## src/hdl/oam_dma_pkg.sv

```systemverilog
// Package with the item types, codes and helper functions of the object-memory DMA engine.
package oam_dma_pkg;

  // Item kind codes.
  localparam logic [1:0] FUNC_TICK  = 2'd0;
  localparam logic [1:0] FUNC_WRITE = 2'd1;
  localparam logic [1:0] FUNC_READ  = 2'd2;

  // Startup sequencer phase codes.
  localparam logic [1:0] PHASE_IDLE     = 2'd0;
  localparam logic [1:0] PHASE_WRITTEN  = 2'd1;
  localparam logic [1:0] PHASE_STARTING = 2'd2;

  // Address constants.
  localparam logic [15:0] OAM_BASE   = 16'hFE00;
  localparam logic [7:0]  HIGH_PAGE  = 8'hFE;
  localparam logic [7:0]  PAGE_LOWER = 8'h20;

  // Default number of bytes moved by one transfer.
  localparam int TRANSFER_LENGTH_DEF = 160;

  // Bus region codes; addresses from 0xFE00 up belong to no region.
  localparam logic [2:0] REGION_NONE = 3'd7;

  typedef struct packed {
    logic [1:0]  func;
    logic [15:0] address;
    logic [7:0]  write_data;
  } in_t;

  typedef struct packed {
    logic [15:0] effective_address;
    logic        copy_valid;
    logic [15:0] copy_source;
    logic [15:0] copy_dest;
    logic        dma_busy;
  } out_t;

  // Returns the bus region that holds an address.
  function automatic logic [2:0] region_of(input logic [15:0] addr);
    logic [2:0] r;
    if (addr < 16'h4000) begin
      r = 3'd0;
    end else if (addr < 16'h8000) begin
      r = 3'd1;
    end else if (addr < 16'hA000) begin
      r = 3'd2;
    end else if (addr < 16'hC000) begin
      r = 3'd3;
    end else if (addr < 16'hE000) begin
      r = 3'd4;
    end else if (addr < 16'hFE00) begin
      r = 3'd5;
    end else begin
      r = REGION_NONE;
    end
    return r;
  endfunction

  // True when both addresses lie in the same bus region.
  function automatic logic same_region(input logic [15:0] a, input logic [15:0] b);
    logic [2:0] ra;
    logic [2:0] rb;
    ra = region_of(a);
    rb = region_of(b);
    return (ra == rb) && (ra != REGION_NONE);
  endfunction

endpackage

```

## src/hdl/oam_dma_in_reg.sv

```systemverilog
// Input register stage of the object-memory DMA engine.
module oam_dma_in_reg (
  input  logic               clk_i,
  input  logic               rst_ni,
  input  logic               in_valid_i,
  output logic               in_ready_o,
  input  oam_dma_pkg::in_t   in_data_i,
  output logic               item_valid_o,
  input  logic               item_take_i,
  output oam_dma_pkg::in_t   item_o
);
  import oam_dma_pkg::*;

  logic valid_q;
  logic valid_d;
  in_t  data_q;
  logic load;

  // The register takes a new transfer when empty or when its item moves on.
  assign in_ready_o = !valid_q || item_take_i;
  assign load       = in_valid_i && in_ready_o;

  always_comb begin
    valid_d = valid_q;
    if (load) begin
      valid_d = 1'b1;
    end else if (item_take_i) begin
      valid_d = 1'b0;
    end
  end

  always_ff @(posedge clk_i or negedge rst_ni) begin
    if (!rst_ni) begin
      valid_q <= 1'b0;
    end else begin
      valid_q <= valid_d;
    end
  end

  // Payload needs no reset.
  always_ff @(posedge clk_i) begin
    if (load) begin
      data_q <= in_data_i;
    end
  end

  assign item_valid_o = valid_q;
  assign item_o       = data_q;

endmodule

```

## src/hdl/oam_dma_seq.sv

```systemverilog
// DMA state, startup sequencer, conflict redirection and result register.
module oam_dma_seq #(
  parameter int TRANSFER_LENGTH = oam_dma_pkg::TRANSFER_LENGTH_DEF
) (
  input  logic               clk_i,
  input  logic               rst_ni,
  input  logic               item_valid_i,
  output logic               item_take_o,
  input  oam_dma_pkg::in_t   item_i,
  output logic               out_valid_o,
  input  logic               out_ready_i,
  output oam_dma_pkg::out_t  out_data_o
);
  import oam_dma_pkg::*;

  localparam int CW = $clog2(TRANSFER_LENGTH + 1);

  logic [1:0]    phase_q, phase_d;
  logic [7:0]    page_q, page_d;
  logic [15:0]   base_q, base_d;
  logic [CW-1:0] count_q, count_d;
  logic          busy_q, busy_d;
  logic          out_valid_q, out_valid_d;
  out_t          res;
  out_t          out_q;
  logic [15:0]   cur_addr;
  logic [7:0]    lowered_page;

  // The item moves on whenever the result register is free or being emptied.
  assign item_take_o = item_valid_i && (!out_valid_q || out_ready_i);

  assign cur_addr     = base_q + 16'(count_q);
  assign lowered_page = (page_q >= HIGH_PAGE) ? (page_q - PAGE_LOWER) : page_q;

  // Next state and result for the item in the input register.
  always_comb begin
    phase_d = phase_q;
    page_d  = page_q;
    base_d  = base_q;
    count_d = count_q;
    busy_d  = busy_q;
    res     = '0;
    case (item_i.func)
      FUNC_TICK: begin
        if (busy_q) begin
          res.copy_valid  = 1'b1;
          res.copy_source = cur_addr;
          res.copy_dest   = OAM_BASE + 16'(count_q);
          count_d         = count_q + CW'(1);
          if (count_d >= CW'(TRANSFER_LENGTH)) begin
            busy_d = 1'b0;
          end
        end
        case (phase_q)
          PHASE_WRITTEN: begin
            phase_d = PHASE_STARTING;
          end
          PHASE_STARTING: begin
            base_d  = {lowered_page, 8'h00};
            count_d = '0;
            busy_d  = 1'b1;
            phase_d = PHASE_IDLE;
          end
          default: begin
            phase_d = PHASE_IDLE;
          end
        endcase
      end
      FUNC_WRITE: begin
        page_d  = item_i.write_data;
        phase_d = PHASE_WRITTEN;
      end
      FUNC_READ: begin
        res.effective_address = item_i.address;
        if (busy_q && same_region(item_i.address, base_q)) begin
          res.effective_address = cur_addr;
        end
      end
      default: begin
      end
    endcase
    res.dma_busy = busy_d;
  end

  // Result register valid flag.
  always_comb begin
    out_valid_d = out_valid_q;
    if (item_take_o) begin
      out_valid_d = 1'b1;
    end else if (out_ready_i) begin
      out_valid_d = 1'b0;
    end
  end

  always_ff @(posedge clk_i or negedge rst_ni) begin
    if (!rst_ni) begin
      phase_q     <= PHASE_IDLE;
      page_q      <= '0;
      base_q      <= '0;
      count_q     <= '0;
      busy_q      <= 1'b0;
      out_valid_q <= 1'b0;
    end else begin
      out_valid_q <= out_valid_d;
      if (item_take_o) begin
        phase_q <= phase_d;
        page_q  <= page_d;
        base_q  <= base_d;
        count_q <= count_d;
        busy_q  <= busy_d;
      end
    end
  end

  always_ff @(posedge clk_i) begin
    if (item_take_o) begin
      out_q <= res;
    end
  end

  assign out_valid_o = out_valid_q;
  assign out_data_o  = out_q;

endmodule

```

## src/hdl/oam_dma_engine_top.sv

```systemverilog
// Top level of the object-memory DMA engine.
//
//   channel   direction  handshake                  payload
//   in        input      in_valid_i / in_ready_o    in_data_i  (oam_dma_pkg::in_t)
//   out       output     out_valid_o / out_ready_i  out_data_o (oam_dma_pkg::out_t)
//
// An item passes from the input register to the result register, which then offers its
// result on the out channel. One item is taken every cycle while the output does not
// stall. The DMA state is updated as each item moves between the two registers. Reset
// clears the DMA state and both valid flags. When the output stalls, the result register
// holds and the input register fills, then in_ready_o drops.
module oam_dma_engine_top #(
  parameter int TRANSFER_LENGTH = oam_dma_pkg::TRANSFER_LENGTH_DEF
) (
  input  logic               clk_i,
  input  logic               rst_ni,
  input  logic               in_valid_i,
  output logic               in_ready_o,
  input  oam_dma_pkg::in_t   in_data_i,
  output logic               out_valid_o,
  input  logic               out_ready_i,
  output oam_dma_pkg::out_t  out_data_o
);
  import oam_dma_pkg::*;

  logic item_valid;
  logic item_take;
  in_t  item;

  oam_dma_in_reg u_in_reg (
    .clk_i        (clk_i),
    .rst_ni       (rst_ni),
    .in_valid_i   (in_valid_i),
    .in_ready_o   (in_ready_o),
    .in_data_i    (in_data_i),
    .item_valid_o (item_valid),
    .item_take_i  (item_take),
    .item_o       (item)
  );

  oam_dma_seq #(
    .TRANSFER_LENGTH (TRANSFER_LENGTH)
  ) u_seq (
    .clk_i        (clk_i),
    .rst_ni       (rst_ni),
    .item_valid_i (item_valid),
    .item_take_o  (item_take),
    .item_i       (item),
    .out_valid_o  (out_valid_o),
    .out_ready_i  (out_ready_i),
    .out_data_o   (out_data_o)
  );

  // A copy always lands in object memory.
  a_copy_dest: assert property (@(posedge clk_i) disable iff (!rst_ni)
    (out_valid_o && out_data_o.copy_valid) |-> (out_data_o.copy_dest[15:8] == 8'hFE))
    else $error("copy destination outside object memory");

  // A copy result never carries a read address.
  a_copy_no_read: assert property (@(posedge clk_i) disable iff (!rst_ni)
    (out_valid_o && out_data_o.copy_valid) |-> (out_data_o.effective_address == 16'h0000))
    else $error("copy result with a read address");

  // The input side stalls only behind a stalled result.
  a_stall_cause: assert property (@(posedge clk_i) disable iff (!rst_ni)
    !in_ready_o |-> (out_valid_o && !out_ready_i && item_valid))
    else $error("input stalled without an output stall");

  // A held item moves on at once when the result register is free.
  a_take: assert property (@(posedge clk_i) disable iff (!rst_ni)
    (item_valid && !out_valid_o) |=> out_valid_o)
    else $error("item not moved to the result register");

endmodule

```

## config.mk

```make
export PLATFORM = sky130hd
export DESIGN_NAME = oam_dma_engine_top
export DESIGN_NICKNAME = d
export VERILOG_FILES = /design/src/hdl/oam_dma_pkg.sv /design/src/hdl/oam_dma_in_reg.sv /design/src/hdl/oam_dma_seq.sv /design/src/hdl/oam_dma_engine_top.sv
export SDC_FILE = /design/constraint.sdc
export NUM_CORES = 1
export LEC_CHECK = 0
export BUFFER_PORTS_ARGS = -buffer_cell sky130_fd_sc_hd__buf_4
export CORE_MARGIN = 2
export CORE_UTILIZATION = 49
export CTS_CLUSTER_DIAMETER = 60
export DETAILED_ROUTE_END_ITERATION = 16
export PLACE_DENSITY = 0.76
export SYNTH_ARGS = -nofsm -noshare
export SYNTH_HDL_FRONTEND = slang
export SYNTH_SLANG_ARGS = --single-unit
```

## constraint.sdc

```tcl
create_clock -name clk_i -period 2.42 [get_ports clk_i]
set_clock_uncertainty 0.15 [all_clocks]
set_input_delay 0.242 -clock clk_i [delete_from_list [all_inputs] [get_ports clk_i]]
set_output_delay 0.242 -clock clk_i [all_outputs]
set_load 0.02 [all_outputs]
```

==> impl_metrics.csv, run 1 <==
group,metric,value,unit
synthesis,post-synth-top-count-cell,"edfxtp_1",
setup_path,timing.critical_path.slowest_stage_cell,"dfrtp_1",
power_and_ir_drop,vdd_drop_max,0.3528,mV
cts,post-cts-setup-buffers,0,
power_and_ir_drop,internal_power,2622,uW
die,num_rows,32,
worst_hold_path,hold_end,"u_seq.out_valid_o",
job,max_cap_violations,0,
synthesis,synth_largest_area_cell,"edfxtp_1",
cts,cts.sinks,90,
cts,clock_latency,360,ps
sta,setup_repair_after_global_routing_missed_its_margin,"no",
drt,drt_pass1_iterations,4,
cts,tritoncts.num_buffers,9,
drt,antenna_left,0,
synthesis,ys_warn_count,0,
power_and_ir_drop,power.density,746.4,nW/um2
sta,final_hold_viol_count,0,
setup_path,setup.worst_path.class,"reg2reg",
setup_path,critical_path.endpoint_type,"register",
global_routing,groute.usage.overall,0.1816,
drt,route.vias.total,2496,
drt,totalWireLength,7280,um
die,ioPinCount,82,
outcome,status,"finished clean",
synthesis,yosys.area.top_type_share,0.4741,
drt,route.detailed.drc,0,
synthesis,syn-instance-count,289,
synthesis,synth_top_cells_by_area,"edfxtp_1 (47%), dfrtp_1 (19%), mux2i_1 (4.1%)",
die,dieArea,8612,um2
finish,layout.filler_cells,571,
setup_path,endpoint_of_the_lowest_slack_register_to_register_path,"u_seq.out_data_o[0]",
placed_design,place_congestion,0.8391,
placed_design,hpwl_detailed,4780,um
setup_path,worst_path_dominant_cell_family,"compound AO/OA/AOI/OAI gates",
setup_path,rr_startpoint,"u_seq.count_q[0]",
power_and_ir_drop,p_sw_frac,0.2848,
global_routing,grt_start_max_net_pins,31,
synthesis,syn_avg_cell_area,13.37,um2
finish,antennaDiodeCount,0,
sta,finalSetupTns,0,ps
sta,timing.max_slew.rel_slack,0.2902,
synthesis,synth_edf_count,61,
power_and_ir_drop,switching_power,1044,uW
setup_path,worstPathCellList,"ha_1 -> and3_1 -> nand3_1 -> a41o_1 -> a311oi_1 -> a21o_1",
drt,first_iter_violations,223,
synthesis,synthDistinctLibCells,42,
synthesis,synthSimpleGateAreaFrac,0.1234,
cts,htree_num_levels,3,
synthesis,yosys_register_bits,90,
die,placeableCoreArea,7687,um2
synthesis,netlist_area,3864,um2
power_and_ir_drop,seqPwrFrac,0.555,
synthesis,synthAdderAreaFrac,0.006477,
synthesis,post_synth_xor_area_fraction,0.004534,
cts,tritoncts_clock_tree,"done",
worst_hold_path,min_from,"out_ready_i",
setup_path,worstPathBufferInverterCount,0,
placed_design,port_buffers,80,
cts,cell_chosen_for_the_clock_root,"clkbuf_8",
global_routing,first_global_vias,2466,
setup_path,r2r_slack,380,ps
die,initial_utilization,0.5026,
sta,timing.final.crit_period,2039,ps
synthesis,synth.mux.area_fraction,0.08225,
power_and_ir_drop,pwr-share-comb,0.195,
worst_hold_path,hold_path.class,"in2reg",
synthesis,seq_area_frac_synth,0.6619,
synthesis,synth_top_family_by_area,"simple AND/OR/NAND/NOR gates",
power_and_ir_drop,p_leak,0.002082,uW
finish,design.final.nets,418,
global_routing,antenna_found_initial,0,
global_routing,wire_length_of_the_first_global_routing_pass,11900,um
global_routing,grt_overflow_total,0,
synthesis,synthesis.nets,321,
synthesis,synth_compound_area_frac,0.06120,
drt,post_drt_via_cell_ratio,5.063,
worst_hold_path,hold-path-cell-count,3,
finish,fin_util,0.6390,
setup_path,critical_path_max_stage_delay,440,ps
setup_path,critical_path.startpoint_type,"register",
setup_path,cp.arrival,2110,ps
setup_path,critical_path_peak_fanout,6,
sta,setup_viol,0,
finish,layout-drive-gt1-share,0.3171,
setup_path,critical_path_required,2490,ps
drt,avgRoutedWirePerCell,14.77,um
sta,fmax,490.5,MHz
sta,fin_crit_sh,0.8425,
sta,slew_viol_final,0,
die,die_y,92.80,um
setup_path,ff2ff_path_depth,6,
finish,areaGrowthSynthToFinish,27.14,%
cts,clkSlewWorstSetupHoldPaths,80,ps
synthesis,post_synth_most_frequent_cells,"edfxtp_1 (61), nand2_1 (41), dfrtp_1 (29)",
synthesis,ys_async_sr_fraction,0.3222,
synthesis,postSynth.topFlopCell,"edfxtp_1",
power_and_ir_drop,pwr-share-clk,0.250,
die,die_width,92.80,um
sta,worstMarginPinSlew,1060,ps
cts,cts-root-to-sink-buffers,2,
==> cells in the final DEF, fill, tap and decap left out, types with 9 or more instances in the layout <==
master / count
mux2i_1: 16
clkbuf_8: 10
mux2_2: 14
nand2_1: 41
buf_4: 87
and3_1: 16
dlygate4sd3_1: 28
dfrtp_1: 29
nor2_1: 9
o21ai_0: 9
edfxtp_1: 61
==> worst min-delay path: cells and delay by family <==
kind                   cells  cell delay, ps
buffers and inverters      1              80
AND/OR/NAND/NOR            2             160
==> power groups by stage <==
stage	logic, uW	registers [uW]	clock network (uW)
2_1_floorplan	430	2080	0
3_3_place_gp	656	2060	0
3_5_place_dp	678	2060	0
4_1_cts	719	2030	937
5_1_grt	779	2070	993
6_report	715	2030	917
==> sequential cells by signal, indices dropped and copies added (netlist names) <==
| signal | cells |
|---|---|
| u_seq.count_q | 8 |
| u_seq.page_q | 8 |
| u_in_reg.item_valid_o | 1 |
| u_seq.out_valid_o | 1 |
| u_seq.base_q | 8 |
| u_seq.out_data_o | 35 |
| u_seq.phase_q | 2 |
| u_seq.busy_q | 1 |
| u_in_reg.item_o | 26 |
==> timing repair <==
action | CTS | global route
hold endpoints to repair | 56 | 0
resized for setup | 0 | 0
hold buffers | 28 | 0
==> metal layers <==
layer | routed length, um | track usage | vias up | part of all wire
met5 | 0 | 0 | - | 0
met4 | 169 | 0.06863 | 0 | 0.023
met3 | 492 | 0.06835 | 15 | 0.068
met2 | 3454 | 0.2886 | 96 | 0.47
met1 | 3164 | 0.2268 | 1163 | 0.43
li1 | - | - | 1222 | -
==> final cells by class <==
class | instances | area (um2) | area share
Clock buffer | 10 | 137.6 | 0.02802
Tap cell | 102 | 127.6 | 0.02598
Multi-Input combinational cell | 163 | 1085 | 0.2208
Sequential cell | 90 | 2557 | 0.5206
Timing Repair Buffer | 115 | 933.4 | 0.1900
Inverter | 7 | 30.03 | 0.006113
Clock inverter | 6 | 41.29 | 0.008406
==> stage by stage <==
step           hold WS, ps  instance area (um2)  power [uW]  worst slack, ps  cells
2_1_floorplan       -203.6                 3872        2507            15.61    289
3_3_place_gp         32.67                 4453        2715            416.2    449
3_5_place_dp         34.40                 4453        2741            407.3    449
4_1_cts              3.387                 4912        3686            387.1    493
5_1_grt              54.43                 4912        3838            166.6    493
6_report             13.46                 4912        3667            381.2    493
==> kinds of logic (layout without fill, tap and decap cells) <==
family / count (synthesis) / after routing
AND/OR/NAND/NOR: 95 / 95
adder cells (fa/ha/maj): 2 / 2
flip-flops: 90 / 90
multiplexers: 30 / 30
AO/OA/AOI/OAI: 33 / 33
other: 1 / 1
buffers and inverters: 36 / 138
XOR/XNOR: 2 / 2
==> worst max path at each step <==
| stage | startpoint | cells after the start | end | slack [ps] |
|---|---|---|---|---|
| 2_1_floorplan | u_seq.out_valid_o | 6 | u_seq.base_q[10] | 20 |
| 3_3_place_gp | u_seq.count_q[0] | 6 | u_seq.out_data_o[0] | 420 |
| 3_5_place_dp | u_seq.base_q[15] | 6 | u_seq.out_data_o[38] | 410 |
| 4_1_cts | u_seq.base_q[15] | 6 | u_seq.out_data_o[42] | 390 |
| 5_1_grt | u_in_reg.item_o[25] | 3 | u_seq.out_data_o[35] | 170 |
| 6_report | u_seq.count_q[0] | 6 | u_seq.out_data_o[0] | 380 |
Note: power is estimated with default switching activity, not from simulation.
==> inputs of run 2 (changes only) <==
Settings changed: CORE_UTILIZATION 49 to 54, PLACE_DENSITY 0.76 to 0.79.
Clock period 2.42 ns to 2.15 ns, I/O delays scaled along.
==> run 2 against run 1 <==
  * Register-to-register slack got worse by 240 ps
  * Non-clock buffer count increased by 2
  * Combinational power grew 17%
  * Sequential power increased by 13%
  * Critical path depth unchanged
  * Critical path type unchanged
  * Largest cell class unchanged
==> impl_metrics.csv, run 2 (same netlist as run 1, synthesis figures left out) <==
group,metric,value,unit
cts,clock_latency,350,ps
power_and_ir_drop,p_sw_frac,0.2846,
sta,setup_viol,0,
global_routing,grt_overflow_total,0,
sta,finalSetupTns,0,ps
die,placeableCoreArea,6869,um2
cts,htree_num_levels,3,
power_and_ir_drop,pwr-share-clk,0.248,
sta,final_hold_viol_count,0,
finish,highest_count_cells_in_the_layout_ignoring_fill_and_taps,"buf_4 (88), edfxtp_1 (61), nand2_1 (40)",
sta,fin_crit_sh,0.9339,
finish,antennaDiodeCount,0,
placed_design,hpwl_detailed,5062,um
cts,cell_chosen_for_the_clock_root,"clkbuf_8",
die,ioPinCount,82,
drt,first_iter_violations,237,
cts,clkSlewWorstSetupHoldPaths,90,ps
finish,areaGrowthSynthToFinish,27.95,%
setup_path,critical_path_peak_fanout,6,
sta,timing.max_slew.rel_slack,0.2822,
cts,tritoncts_clock_tree,"done",
setup_path,critical_path_max_stage_delay,430,ps
placed_design,place_congestion,0.8095,
drt,totalWireLength,7668,um
power_and_ir_drop,switching_power,1187,uW
finish,largest_register_ffs,35,
drt,post_drt_via_cell_ratio,5.239,
global_routing,grt_start_max_net_pins,31,
die,die_width,88.59,um
global_routing,antenna_found_initial,0,
drt,route.detailed.drc,0,
finish,design.final.nets,420,
job,max_cap_violations,0,
sta,fmax,498.1,MHz
die,dieArea,7847,um2
placed_design,port_buffers,80,
drt,route.vias.total,2562,
setup_path,critical_path_required,2220,ps
setup_path,critical_path.endpoint_type,"register",
setup_path,critical_path.startpoint_type,"register",
power_and_ir_drop,internal_power,2983,uW
finish,stdcell_area,4943,um2
power_and_ir_drop,power.density,843.5,nW/um2
placed_design,detailed_place.area,4477,um2
global_routing,wire_length_of_the_first_global_routing_pass,11990,um
sta,worstMarginPinSlew,1072,ps
power_and_ir_drop,p_leak,0.002091,uW
cts,post-cts-setup-buffers,0,
drt,drt_pass1_iterations,4,
setup_path,worst_path_dominant_cell_family,"compound AO/OA/AOI/OAI gates",
sta,timing.final.crit_period,2008,ps
setup_path,worstPathBufferInverterCount,0,
setup_path,worstPathCellList,"ha_1 -> and3_1 -> nand3_1 -> a41o_1 -> a311oi_2 -> a21o_1",
worst_hold_path,hold_path.class,"in2reg",
die,initial_utilization,0.5625,
cts,cts.sinks,90,
power_and_ir_drop,seqPwrFrac,0.551,
global_routing,first_global_vias,2509,
finish,layout.cells.most_common,"buf_4",
drt,avgRoutedWirePerCell,15.68,um
cts,cts-root-to-sink-buffers,2,
die,num_rows,30,
global_routing,groute.usage.overall,0.2039,
setup_path,cp.arrival,2080,ps
die,die_y,88.59,um
setup_path,setup.worst_path.class,"reg2reg",
power_and_ir_drop,pwr-share-comb,0.201,
power_and_ir_drop,vdd_drop_max,0.5284,mV
setup_path,timing.critical_path.slowest_stage_cell,"dfrtp_2",
sta,slew_viol_final,0,
cts,tritoncts.num_buffers,9,
sta,setup_repair_after_global_routing_missed_its_margin,"no",
outcome,status,"finished clean",
finish,layout-drive-gt1-share,0.3308,
drt,antenna_left,0,
[run 2: cell count changes in the layout (fill, tap and decap cells not counted), sizes merged]
cell,previous run,this run
buf,87,89
inv,7,8
clkinv,4,2
clkbuf,10,11
[run 2: final cells by class]
type,count,area (um2)
flip-flops and latches,90,2561
fillers,441,1926
multi-input cells,163,1094
repair buffers,117,960.9
clock buffers,11,141.4
well taps,96,120.1
clock inverters,5,36.28
inverters,7,30.03
[run 2: final timing paths]
check | from | endpoint | slack (ps) | depth (start not counted)
worst max-delay path | u_seq.count_q[0] | u_seq.out_data_o[0] | 140 | 6
worst min-delay path | out_ready_i | u_seq.out_valid_o | 20 | 3
worst max register to register | u_seq.count_q[0] | u_seq.out_data_o[0] | 140 | 6
worst min register to register | u_in_reg.item_o[3] | u_seq.page_q[3] | 330 | 1
max in group asynchronous | rst_ni | u_seq.out_valid_o | 1390 | 2
min in group asynchronous | rst_ni | u_in_reg.item_valid_o | 160 | 2
[run 2: metal layers]
| layer | GRT usage | vias to the layer above | wire length [um] |
|---|---|---|---|
| met2 | 0.3315 | 102 | 3843 |
| met3 | 0.05317 | 13 | 512 |
| li1 | - | 1226 | - |
| met5 | 0 | - | 0 |
| met4 | 0.07300 | 0 | 152 |
| met1 | 0.2682 | 1221 | 3160 |
[run 2: timing repair]
action                                  CTS  global route
gates resized for setup                   0             3
endpoints found under the setup margin    0             2
endpoints found under the hold margin    56             0
hold buffers                             28             0
[run 2: stage by stage]
step / utilization / instances / hold slack (ps) / power, uW / setup slack [ps]
6_report: 0.7197 / 489 / 16.26 / 4170 / 142.2
3_3_place_gp: 0.6517 / 445 / 7.764 / 3091 / 154.8
4_1_cts: 0.7184 / 489 / 12.39 / 4195 / 64.68
3_5_place_dp: 0.6517 / 445 / 10.41 / 3128 / 100.6
2_1_floorplan: - / 289 / -230.6 / 2824 / 12.15
5_1_grt: 0.7197 / 489 / 9.300 / 4352 / 39.56
[run 2: worst register-to-register path, delay by kind of cell, from the launching register on]
family | cells | cell delay (ps)
AOI/OAI and AO/OA | 3 | 710
adders and majority gates | 1 | 210
DFF | 1 | 430
and+or+nand+nor | 2 | 380
[run 2: power groups by stage]
stage / sequential [uW] / clock, uW / combinational, uW
after floorplan: 2340 / 0 / 485
after global placement: 2320 / 0 / 768
after detailed placement: 2330 / 0 / 801
after CTS: 2290 / 1060 / 844
after global routing: 2330 / 1120 / 905
final: 2300 / 1030 / 840
